**src/bfiq_pkg.sv**
```systemverilog
// Package for the Bloom filter insert/query block.
// Holds opcodes, result kinds, hash constants and the controller/datapath structs.
// No dependencies.
`default_nettype none

package bfiq_pkg;

   // Request opcodes.
   localparam logic [1:0] OP_CLEAR  = 2'd0;
   localparam logic [1:0] OP_INSERT = 2'd1;
   localparam logic [1:0] OP_QUERY  = 2'd2;
   localparam logic [1:0] OP_NONE   = 2'd3;

   // Result kinds.
   localparam logic [1:0] KIND_CLEAR  = 2'd0;
   localparam logic [1:0] KIND_INSERT = 2'd1;
   localparam logic [1:0] KIND_QUERY  = 2'd2;

   // Hash constants.
   localparam logic [31:0] HASH_MUL   = 32'hc6a4a793;
   localparam logic [31:0] HASH_SEED  = 32'hbc9f1d34;
   localparam int          ROT_DELTA  = 17;
   localparam int          ROT_LEFT   = 15;
   localparam int          SHIFT_FULL = 16;
   localparam int          SHIFT_TAIL = 24;

   // The remainder unit retires two dividend bits per cycle.
   localparam int          DIV_STEPS  = 16;
   localparam int          DIV_CNT_W  = 4;

   // Configuration register map.
   localparam int          CSR_ADDR_W       = 3;
   localparam logic        REG_FILTER_BYTES = 1'b0;
   localparam logic        REG_PROBE_COUNT  = 1'b1;

   // Commands from the controller to the datapath.
   typedef struct packed {
      logic capture;
      logic acc_clear;
      logic clr_step;
      logic seed_mul;
      logic seed_mix;
      logic word_mul;
      logic word_mix;
      logic probe_init;
      logic div_step;
      logic ram_rd;
      logic ram_wr;
      logic probe_advance;
      logic maybe_set;
      logic maybe_clr;
      logic rsp_load;
   } cmd_type;

   // Status from the datapath to the controller.
   typedef struct packed {
      logic [1:0] op;
      logic       last;
      logic       nb_zero;
      logic       probe_skip;
      logic       div_done;
      logic       bit_set;
      logic       probe_last;
      logic       clr_done;
   } status_type;

endpackage

`default_nettype wire

```
**src/bfiq_ctrl.sv**
```systemverilog
// Controller state machine: sequences hashing, probing, clearing and the response.
// Uses bfiq_pkg; talks to bfiq_datapath through command and status structs.
`default_nettype none

module bfiq_ctrl (
   input  wire logic                 clock,
   input  wire logic                 reset,
   input  wire logic                 req_valid,
   input  wire logic [1:0]           req_op,
   output logic                      req_ready,
   output logic                      rsp_valid,
   input  wire logic                 rsp_ready,
   output bfiq_pkg::cmd_type         cmd,
   input  wire bfiq_pkg::status_type status
);

   typedef enum logic [3:0] {
      S_INIT, S_IDLE, S_SEED_MUL, S_SEED_MIX, S_WORD_MUL, S_WORD_MIX,
      S_POST, S_DIV, S_RD, S_CHK, S_CLR, S_RESP
   } state_type;

   state_type state_ff, state_in;
   logic      in_key_ff, in_key_in;
   logic      rsp_valid_ff, rsp_valid_in;
   logic      out_free;

   assign req_ready = (state_ff == S_IDLE);
   assign rsp_valid = rsp_valid_ff;
   assign out_free  = !rsp_valid_ff || rsp_ready;

   // Commands and next state.
   always_comb begin
      cmd       = '0;
      state_in  = state_ff;
      in_key_in = in_key_ff;
      case (state_ff)
         S_INIT: begin
            cmd.clr_step = 1'b1;
            if (status.clr_done) begin
               state_in = S_IDLE;
            end
         end
         S_IDLE: begin
            if (req_valid) begin
               cmd.capture = 1'b1;
               case (req_op)
                  bfiq_pkg::OP_NONE: state_in = S_IDLE;
                  bfiq_pkg::OP_CLEAR: begin
                     cmd.acc_clear = 1'b1;
                     in_key_in     = 1'b0;
                     state_in      = S_CLR;
                  end
                  default: state_in = in_key_ff ? S_WORD_MUL : S_SEED_MUL;
               endcase
            end
         end
         S_SEED_MUL: begin
            cmd.seed_mul = 1'b1;
            state_in     = S_SEED_MIX;
         end
         S_SEED_MIX: begin
            cmd.seed_mix = 1'b1;
            state_in     = S_WORD_MUL;
         end
         S_WORD_MUL: begin
            if (status.nb_zero) begin
               state_in = S_POST;
            end else begin
               cmd.word_mul = 1'b1;
               state_in     = S_WORD_MIX;
            end
         end
         S_WORD_MIX: begin
            cmd.word_mix = 1'b1;
            state_in     = S_POST;
         end
         S_POST: begin
            if (!status.last) begin
               in_key_in = 1'b1;
               state_in  = S_IDLE;
            end else begin
               in_key_in     = 1'b0;
               cmd.maybe_set = 1'b1;
               if (status.probe_skip) begin
                  state_in = S_RESP;
               end else begin
                  cmd.probe_init = 1'b1;
                  state_in       = S_DIV;
               end
            end
         end
         S_DIV: begin
            cmd.div_step = 1'b1;
            if (status.div_done) begin
               state_in = S_RD;
            end
         end
         S_RD: begin
            cmd.ram_rd = 1'b1;
            state_in   = S_CHK;
         end
         S_CHK: begin
            // An insert marks the bit; a query stops at the first clear bit.
            if (status.op == bfiq_pkg::OP_INSERT) begin
               cmd.ram_wr = 1'b1;
            end
            if (status.op != bfiq_pkg::OP_INSERT && !status.bit_set) begin
               cmd.maybe_clr = 1'b1;
               state_in      = S_RESP;
            end else if (status.probe_last) begin
               state_in = S_RESP;
            end else begin
               cmd.probe_advance = 1'b1;
               state_in          = S_DIV;
            end
         end
         S_CLR: begin
            cmd.clr_step = 1'b1;
            if (status.clr_done) begin
               state_in = S_RESP;
            end
         end
         S_RESP: begin
            if (out_free) begin
               cmd.rsp_load = 1'b1;
               state_in     = S_IDLE;
            end
         end
         default: state_in = S_IDLE;
      endcase
   end

   // The output register empties when taken and fills on a load.
   always_comb begin
      if (cmd.rsp_load) begin
         rsp_valid_in = 1'b1;
      end else if (rsp_ready) begin
         rsp_valid_in = 1'b0;
      end else begin
         rsp_valid_in = rsp_valid_ff;
      end
   end

   // State and registered outputs.
   always_ff @(posedge clock) begin
      if (reset) begin
         state_ff     <= S_INIT;
         in_key_ff    <= 1'b0;
         rsp_valid_ff <= 1'b0;
      end else begin
         state_ff     <= state_in;
         in_key_ff    <= in_key_in;
         rsp_valid_ff <= rsp_valid_in;
      end
   end

`ifndef NO_ASSERTIONS
   // Probe writes only happen for inserts.
   a_wr_insert: assert property (@(posedge clock) disable iff (reset)
      cmd.ram_wr |-> status.op == bfiq_pkg::OP_INSERT)
      else $error("store write outside an insert");

   // Loading a response always leaves no key in progress.
   a_rsp_no_key: assert property (@(posedge clock) disable iff (reset)
      cmd.rsp_load |=> !in_key_ff)
      else $error("key still open after a response");

   // A new response appears only after the response state.
   a_rsp_from_resp: assert property (@(posedge clock) disable iff (reset)
      $rose(rsp_valid_ff) |-> $past(state_ff == S_RESP))
      else $error("response raised outside the response state");
`endif

endmodule

`default_nettype wire
```
**config.mk**
```make
export PLATFORM = sky130hd
export DESIGN_NAME = bfiq_ctrl
export DESIGN_NICKNAME = d
export VERILOG_FILES = /design/src/bfiq_pkg.sv /design/src/bfiq_ctrl.sv
export SDC_FILE = /design/constraint.sdc
export NUM_CORES = 1
export LEC_CHECK = 0
export ABC_AREA = 1
export BUFFER_PORTS_ARGS = -buffer_cell sky130_fd_sc_hd__clkbuf_2
export CORE_MARGIN = 5
export CORE_UTILIZATION = 45
export DETAILED_ROUTE_END_ITERATION = 16
export GPL_ROUTABILITY_DRIVEN = 0
export PLACE_DENSITY = 0.8
export SYNTH_ARGS = -nofsm -noshare
export SYNTH_HDL_FRONTEND = slang
export SYNTH_SLANG_ARGS = --single-unit
export TNS_END_PERCENT = 30
```
**constraint.sdc**
```tcl
create_clock -name clock -period 4.4 [get_ports clock]
set_clock_uncertainty 0.2 [all_clocks]
set_input_delay 0.44 -clock clock [delete_from_list [all_inputs] [get_ports clock]]
set_output_delay 0.44 -clock clock [all_outputs]
set_load 0.02 [all_outputs]
```
Yosys cells after proc, flatten, opt, wreduce, memory -nomap -nowiden. Cells that the tools add are included.

Reduce and logical (&&, ||, !) cells: 11. Mux-type cells: 43. Eq/ne operators: 20.

Operator list (number): 4-bit case mux with 12 select lines (1); 4-bit 2-to-1 mux (9); 1-bit 2-to-1 mux (26); 4-bit by 3-bit equality test with 1-bit output, second input constant (4); 4-bit equality test, second input constant (4); 2-bit inequality test, second input constant (5); 4-bit by 2-bit equality test with 1-bit output, second input constant (2); 2-bit 2-to-1 mux (4); 4-bit case mux with 2 select lines (1); 5-bit AND reduction (1); 4-bit by 1-bit equality test with 1-bit output, second input constant (1); 4-bit zero test (1); 2-bit by 1-bit inequality test with 1-bit output, second input constant (2); 2-bit nonzero test (2); 3-bit 2-to-1 mux (1); 3-bit AND reduction (1); 2-bit by 1-bit equality test with 1-bit output, second input constant (1); 2-bit equality test, second input constant (1); 1-bit zero test (2); 2-bit zero test (1); 1-bit case mux with 2 select lines (1); 2-bit OR reduction (1); 1-bit logical AND (1); 1-bit logical OR (1).

Flip-flop bits (word level): 6. Output and inout bits: 17. Word-level logic and storage cells: 77.

Depth between registers and ports, before layout. Gate-level depths: netlist (run 1).

Depth after elaboration: 5. Gate-level depth with buffers: 9. Gate-level depth less buffers: 9.

Worst setup path before layout (run 1). Ideal clock, no wire load.

Path type: register to output. Start point: register state_ff[0]. End point: output cmd[13] in the netlist's numbering. Data required time: 3.760 ns. Arrival: 1.218 ns. Setup slack: 2.542 ns. Path buffers: 0. Stages on the path, launching flop included: 5. Cells stage by stage: dfxtp_1 > inv_2 > nor2_2 > nand2_2 > nor3_1.

RTL lines: start: declaration (RTL line bfiq_ctrl.sv:22) `state_type state_ff, state_in;`; start signal: assignment (RTL line bfiq_ctrl.sv:151) `state_ff <= state_in;`; end: declaration (RTL line bfiq_ctrl.sv:13) `output bfiq_pkg::cmd_type cmd,`.

==> qor.yml, run 1 <==
hold_buffers: 0
wl_met2_um: 847
final-seq-area_um2: 120.1
outcome: "finished clean"
finalWirelength_um: 1712
synth_area_leaders: "dfxtp_1 18%, nand2_1 17%, inv_1 12%, nor2_1 11%, nand3_1 6.8%"
antennaDiodeCount: 0
io_buffer_count: 31
setup_violations: 0
cts_root_buffer: "clkbuf_4"
clock.fmax_ghz: 0.4763
hold_start: "reset"
via_count: 813
maxCapViolCount: 0
critPathKind: "register to primary output"
dp_hpwl_um: 1523
p_clk_share_pct: 17.5
drc_errors: 0
coreArea_um2: 1350
yosysMostFrequentCell: "nand2_1"
grt_usage_pct: 15.63
nNetsFinal: 176
grt_overflow_total: 0
min_period_over_period_pct: 47.72
top_layer: "met4"
p_total_uw: 297.1
endpoint_kind: "primary output"
cp-startpoint: "state_ff[1]"
r2r_start: "state_ff[0]"
relSlewSlack_pct: 81.59
first_pass_iters: 4
io_pins: 32
start_kind: "register"
worstMarginPinSlew_ps: 275.8
drt_iter0_markers: 18
synth_common_cells: "31 x nand2_1, 22 x inv_1, 19 x nor2_1"
grt_pass1_wl_um: 2960
cts_tree: "done"
multi_input_area_um2: 436.7
sw_frac_of_total_pct: 50.04
rows: 13
wl_met3_um: 99
hold_viol: 0
ys.warnings.count: 0
synth-seq-cells: 6
worst-path-max-fanout: 5
p_sw_uw: 148.7
synthArstFlopShare_pct: 0
p_int_uw: 148.4
clk_pin_slew_ps: 40
met1_length_um: 720
min_path_type: "input port to register"
grt_max_degree: 8
slew_violations: 0
cts.sinks: 6
cts_buffer_depth: 2
cts_buffers: 3
drive_above_1_share_pct: 31.41
antenna_found_initial: 0
ir_drop_uv: 195.8
start_util_pct: 49.30
period_needed_ps: 2100
die_h_um: 48.46
area_growth_pct: 28.38
leakage_uw: 0.0005491
finalSetupTns_ps: 0
grt_pass1_vias: 718
dieArea_um2: 2348
comb_power_share_pct: 56.9
cts-htree-levels: 1
syn_area_um2: 665.6
avgSynthCellArea_um2: 5.412
crit_arrival_ps: 1460
synth_top_area_share_pct: 18.05
yosysTopAreaCell: "dfxtp_1"
powerDensity_nw_per_um2: 347.6
yosysUniqueCellTypes: 20
avgRoutedWirePerCell_um: 10.01
rsz0062_at_grt: "no"
die_w_um: 48.46
worst_ep_required_time_ps: 3760
netlist_instances: 123
synthesis.nets: 141
clkLatencyLatePin_ps: 250
cts-resized-gates: 0
seqPwrFrac_pct: 25.7
yosysSeqAreaShare_pct: 18.05
synth_enable_flop_cells: 0
synth_flop_cell: "dfxtp_1"
ant_nets: 0
post-cts-setup-buffers: 0
avgViaCountPerCell: 4.754
nFillCells: 140
-- final timing paths --
kind / to / slack [ps] / depth (start not counted)
worst min-delay path: state_ff[1] / 240 / 2
worst max register to register: state_ff[1] / 2860 / 7
worst min register to register: in_key_ff / 300 / 2
worst max-delay path: cmd[7] / 2300 / 7
-- flip-flops by register name, indices dropped and copies added, names as in the netlist --
signal and count:
rsp_valid 1, state_ff 4, in_key_ff 1
-- layout make-up --
type | count | area share [%]
Inverter | 27 | 11.86
Clock buffer | 3 | 2.635
Timing Repair Buffer | 31 | 18.16
Tap cell | 15 | 2.196
Sequential cell | 6 | 14.06
Multi-Input combinational cell | 89 | 51.10
-- critical path, stage by stage, from the launching register on --
cell and delay, ps:
dfxtp_1 430, inv_2 100, nor2_4 150, nand2_2 110, nor2_4 130, nand2_1 80
inv_1 60, clkbuf_2 160
-- power by group through the flow --
stage / Combinational (uW) / Sequential [uW] / Clock [uW]
2_1_floorplan: 125 / 74.3 / 0
3_3_place_gp: 167 / 76.9 / 0
3_5_place_dp: 170 / 77.2 / 0
4_1_cts: 170 / 76.0 / 56.0
5_1_grt: 191 / 78.1 / 62.0
6_report: 169 / 76.2 / 51.8
-- cell families after synthesis --
kind of cell / synth area share, %
AOI/OAI and AO/OA: 8.646
adders and majority gates: 5.640
buffers and inverters: 16.35
DFF: 18.05
and+or+nand+nor: 51.32
-- routing by layer --
metal	track usage (%)	up-vias
met3	4.587	4
met2	25.43	23
met4	9.417	0
met5	0	-
met1	17.73	348
li1	-	438
-- layout by cell type, fill, tap and decap left out, types with 3 or more instances in the layout --
cell type	count
nand2_2	3
inv_1	22
o21ai_0	4
nor3_1	4
nor2_2	4
inv_2	4
a21oi_1	5
nor2_1	19
clkbuf_2	31
dfxtp_1	6
nand2_1	31
ha_1	3
clkbuf_4	3
nand3_1	9
-- metrics by stage --
| stage | util, % | worst slack [ps] | cells | hold slack [ps] | cell area (um^2) |
|---|---|---|---|---|---|
| after global placement | 61.63 | 2582 | 168 | 292.4 | 832.0 |
| final | 63.30 | 2300 | 171 | 237.4 | 854.6 |
| after global routing | 63.30 | 2137 | 171 | 233.2 | 854.6 |
| after detailed placement | 61.63 | 2566 | 168 | 305.9 | 832.0 |
| after CTS | 63.30 | 2288 | 171 | 223.0 | 854.6 |
| after floorplan | - | 2542 | 123 | 258.4 | 665.6 |
No activity file was read; power rests on OpenSTA's default activity.
==> run 2, diff against run 1 <==
- ABC_AREA: 1 -> 0
- CORE_UTILIZATION: 45 -> 41
- PLACE_DENSITY: 0.8 -> 0.76
- clock period: 4.4 -> 1.8 ns (I/O delays scaled with it)
==> qor.yml, run 2 <==
slew_violations: 0
clk_pin_slew_ps: 50
wl_met2_um: 1247
dp_hpwl_um: 1786
endpoint_kind: "register"
min_period_over_period_pct: 99.50
top_layer: "met3"
start_kind: "register"
leakage_uw: 0.0005543
r2r_cells: 7
clock.fmax_ghz: 0.5583
r2r_start: "state_ff[1]"
cts_buffers: 3
cts.sinks: 6
synth-seq-cells: 6
hold_start: "rsp_ready"
critPathKind: "register to register"
multi_input_area_um2: 583.1
grt_pass1_wl_um: 3836
coreArea_um2: 1670
drc_errors: 0
synth_flop_cell: "dfxtp_1"
timing.final.ws_setup_ps: 8.937
outcome: "finished clean"
avgViaCountPerCell: 5.479
layout_commonest_cell: "clkbuf_2"
grt_overflow_total: 0
hold_viol: 0
cp_top_family: "simple AND/OR/NAND/NOR gates"
dieArea_um2: 2628
finalWirelength_um: 2383
worst_ep_required_time_ps: 1730
drt_iter0_markers: 26
period_needed_ps: 1791
synth_common_cells: "10 x nor3_1, 8 x nor2_1, 6 x a21oi_1, 6 x dfxtp_1"
largest_register_ffs: 4
setup_violations: 0
worst-path-max-fanout: 6
met1_length_um: 983
most-common-layout-cells: "27 x clkbuf_2, 26 x buf_4, 8 x nor3_1"
synthesis.nets: 113
start_util_pct: 41.80
powerDensity_nw_per_um2: 1145
synth_enable_flop_cells: 0
drive_above_1_share_pct: 53.33
die_h_um: 51.27
synth_area_leaders: "dfxtp_1 17%, nor3_1 7.2%, ha_1 5.4%, nor4_2 5.4%, nand2b_1 4.5%"
antenna_found_initial: 0
rsz0062_at_grt: "yes"
cts_buffer_depth: 2
relSlewSlack_pct: 65.24
rows: 15
reg2reg_slack_ps: 9
io_buffer_count: 31
antennaDiodeCount: 0
grt_usage_pct: 18.35
stdcell_area_um2: 1171
cts-htree-levels: 1
slowest_stage: "or4_1"
min_path_type: "input port to register"
crit_arrival_ps: 1720
via_count: 915
final-seq-area_um2: 135.1
nNetsFinal: 170
pre_cts_ws_ps: -61.08
synth_top_area_share_pct: 17.20
grt_max_degree: 10
yosysSeqAreaShare_pct: 17.20
top_register: "state_ff"
ant_nets: 0
crit_top_cell: "buf_4"
whs_ps: 76.77
worstMarginPinSlew_ps: 517.1
clkLatencyLatePin_ps: 240
yosysMostFrequentCell: "nor3_1"
cts_root_buffer: "clkbuf_4"
synthArstFlopShare_pct: 0
hold_depth: 3
maxCapViolCount: 0
final_core_util_pct: 70.11
netlist_instances: 95
min_to: "rsp_valid"
avgSynthCellArea_um2: 7.349
nFillCells: 137
grt_pass1_vias: 873
avgRoutedWirePerCell_um: 14.27
area_growth_pct: 67.74
yosysTopAreaCell: "dfxtp_1"
cp_slowest_stage_delay_ps: 380
ir_drop_uv: 714.1
die_w_um: 51.27
crit_chain: "buf_4, buf_4, a21o_1, a21oi_1, nor3_1, or4_1, nor3b_1"
timing.rr.end: "state_ff[2]"
wl_met3_um: 152
syn_area_um2: 698.2
dpl_cell_area_um2: 997.2
first_pass_iters: 4
cts_tree: "done"
path_buf_inv: 2
ys.warnings.count: 0
yosysUniqueCellTypes: 37
io_pins: 32
==> run 2: cell types whose count changed after synthesis, sizes merged, moves of 5 or more <==
cell / delta
buf: +5
inv: -22
nand2: -29
nand2b: +7
nand3: -10
nor2: -17
nor2b: +5
nor3: +8
nor4: +5
==> run 2: final cells by class <==
cell class / count / area share (%)
Inverter: 4 / 1.282
Timing Repair Buffer: 59 / 33.65
Tap cell: 17 / 1.816
Clock buffer: 3 / 1.923
Multi-Input combinational cell: 78 / 49.79
Sequential cell: 6 / 11.54
==> run 2: power by group <==
| group | total, uW | switching (uW) | internal, uW |
|---|---|---|---|
| registers | 243 | 66.6 | 176 |
| clock network | 119 | 44.3 | 75.2 |
| logic | 978 | 486 | 492 |
==> run 2: timing repair <==
| item | in CTS | in global routing |
|---|---|---|
| hold endpoints to repair | 4 | 0 |
| pin swaps | 3 | 3 |
| setup buffers | 4 | 1 |
| hold buffers | 1 | 0 |
| gates resized for setup | 18 | 11 |
| setup endpoints to repair | 14 | 11 |
==> run 2: cells by family after synthesis <==
group / share of synthesized area [%]
AND/OR/NAND/NOR: 48.39
XOR/XNOR: 1.255
flip-flops: 17.20
adder cells (fa/ha/maj): 5.377
AO/OA/AOI/OAI: 18.82
buffers and inverters: 8.959
==> run 2: routing by layer <==
| metal | track usage (%) | vias to the layer above |
|---|---|---|
| met5 | 0 | - |
| met4 | 2.620 | 0 |
| met3 | 3.207 | 0 |
| met2 | 33.05 | 32 |
| met1 | 23.12 | 427 |
| li1 | - | 456 |
==> run 2: through the flow <==
stage	cells	total power (uW)	setup TNS, ps
after CTS	166	1274	-0.8041
after global routing	167	1428	-107.2
after detailed placement	158	1014	-155.9
after floorplan	95	717.7	-193.7
after global placement	158	997.4	-72.46
final	167	1341	0
==> run 2: worst max path at each step <==
stage / start / cells after the start / endpoint / slack, ps
global placement: state_ff[1] / 5 / state_ff[1] / -30
global route: state_ff[1] / 7 / state_ff[2] / -50
detailed placement: req_op[0] / 8 / state_ff[2] / -60
finish: state_ff[1] / 7 / state_ff[2] / 9
floorplan: state_ff[3] / 5 / state_ff[2] / -170
CTS: state_ff[3] / 6 / cmd[4] / -0.8
==> run 2: worst reg2reg max path: stages, from the launching register on <==
cell and delay, ps:
dfxtp_4 360, buf_4 140, buf_4 140, a21o_1 150
a21oi_1 110, nor3_1 60, or4_1 380, nor3b_1 150
==> run 3, diff against run 2 <==
- BUFFER_PORTS_ARGS: -buffer_cell sky130_fd_sc_hd__clkbuf_2 -> not set
- CORE_UTILIZATION: 41 -> 25
- DONT_BUFFER_PORTS: not set -> 1
- PLACE_DENSITY: 0.76 -> 0.42
==> qor.yml, run 3 (same netlist as run 2, synthesis figures left out) <==
grt_pass1_vias: 804
reg2reg_slack_ps: -30
min_period_over_period_pct: 101.8
cts_root_buffer: "clkbuf_4"
dp_hpwl_um: 1850
final_core_util_pct: 41.27
grt_max_degree: 13
finalSetupTns_ps: -57.56
cts_buffer_depth: 2
powerDensity_nw_per_um2: 1219
avgViaCountPerCell: 5.158
timing.final.ws_setup_ps: -32.61
start_kind: "register"
min_path_type: "input port to register"
clk_pin_slew_ps: 60
cts_tree: "done"
start_util_pct: 25.76
nFillCells: 301
violations: "setup timing"
via_count: 815
dieArea_um2: 3949
ir_drop_uv: 614.4
cts_buffers: 3
relSlewSlack_pct: 75.99
dpl_cell_area_um2: 962.2
slew_violations: 0
layout_commonest_cell: "buf_4"
largest_register_ffs: 4
worst_ep_required_time_ps: 1730
worstMarginPinSlew_ps: 358.9
cts-htree-levels: 1
grt_usage_pct: 11.75
cts.sinks: 6
drive_above_1_share_pct: 49.61
dp_cells: 153
ant_nets: 0
coreArea_um2: 2710
die_h_um: 62.85
hold_viol: 0
maxCapViolCount: 0
hold_depth: 3
leakage_uw: 0.0004724
io_buffer_count: 0
drc_errors: 0
outcome: "complete, but fails checks"
io_pins: 32
area_growth_pct: 60.21
endpoint_kind: "register"
most-common-layout-cells: "32 x buf_4, 7 x nor2_1, 6 x nor3_2"
rsz0062_at_grt: "yes"
period_needed_ps: 1833
antenna_found_initial: 0
grt_overflow_total: 0
nNetsFinal: 147
drt_iter0_markers: 17
stdcell_count: 158
antennaDiodeCount: 0
crit_arrival_ps: 1760
clkLatencyLatePin_ps: 250
rows: 19
finalWirelength_um: 2420
grt_pass1_wl_um: 3822
stdcell_area_um2: 1119
top_register: "state_ff"
critPathKind: "register to register"
worst-path-max-fanout: 6
r2r_cells: 7
whs_ps: 43.38
avgRoutedWirePerCell_um: 15.32
first_pass_iters: 4
clock.fmax_ghz: 0.5457
die_w_um: 62.85
setup_violations: 2
==> run 3: area by class of cell <==
type | count | area [um^2] | share of cell area (%)
Multi-Input combinational cell | 78 | 614.3 | 54.92
Timing Repair Buffer | 36 | 295.3 | 26.40
Sequential cell | 6 | 132.6 | 11.86
Tap cell | 31 | 38.79 | 3.468
Clock buffer | 3 | 22.52 | 2.013
Inverter | 4 | 15.01 | 1.342
==> run 3: timing repair <==
action                                  4_1_cts  5_1_grt
hold buffers                                  2        0
pin swaps                                     0        4
hold endpoints to repair                      6        0
setup buffers                                 0        0
endpoints found under the setup margin       11       13
gates resized for setup                       8       21
==> run 3: metrics by stage <==
stage	worst slack (ps)	power, uW
floorplan	-166.8	717.7
global placement	15.01	1071
detailed placement	-2.451	1081
CTS	-18.91	1244
global route	-84.27	1466
finish	-32.61	1364
==> run 3: critical path, cell delays in order (launching register included) <==
cell,delay [ps]
dfxtp_4,360
buf_12,130
buf_8,120
a21o_1,160
a21oi_2,130
nor3_2,50
or4_1,400
nor3b_2,170
==> run 3: power by group <==
part / leakage, uW / internal [uW] / switching, uW
clock network: 0.0000138 / 75.7 / 52.1
registers: 0.0000514 / 176 / 60.5
logic: 0.000407 / 506 / 494
==> run 3: path summary, 6_finish.rpt <==
path / startpoint / to
worst max register to register: state_ff[1] / state_ff[2]
worst min-delay path: req_valid / in_key_ff
worst min register to register: rsp_valid / rsp_valid
worst max-delay path: state_ff[1] / state_ff[2]
==> run 3: metal layers <==
layer	vias up	routed length [um]	GRT usage, %
li1	408	-	-
met1	373	1106	16.36
met2	34	1139	18.13
met3	0	174	2.518
met4	0	0	3.183
met5	-	0	0
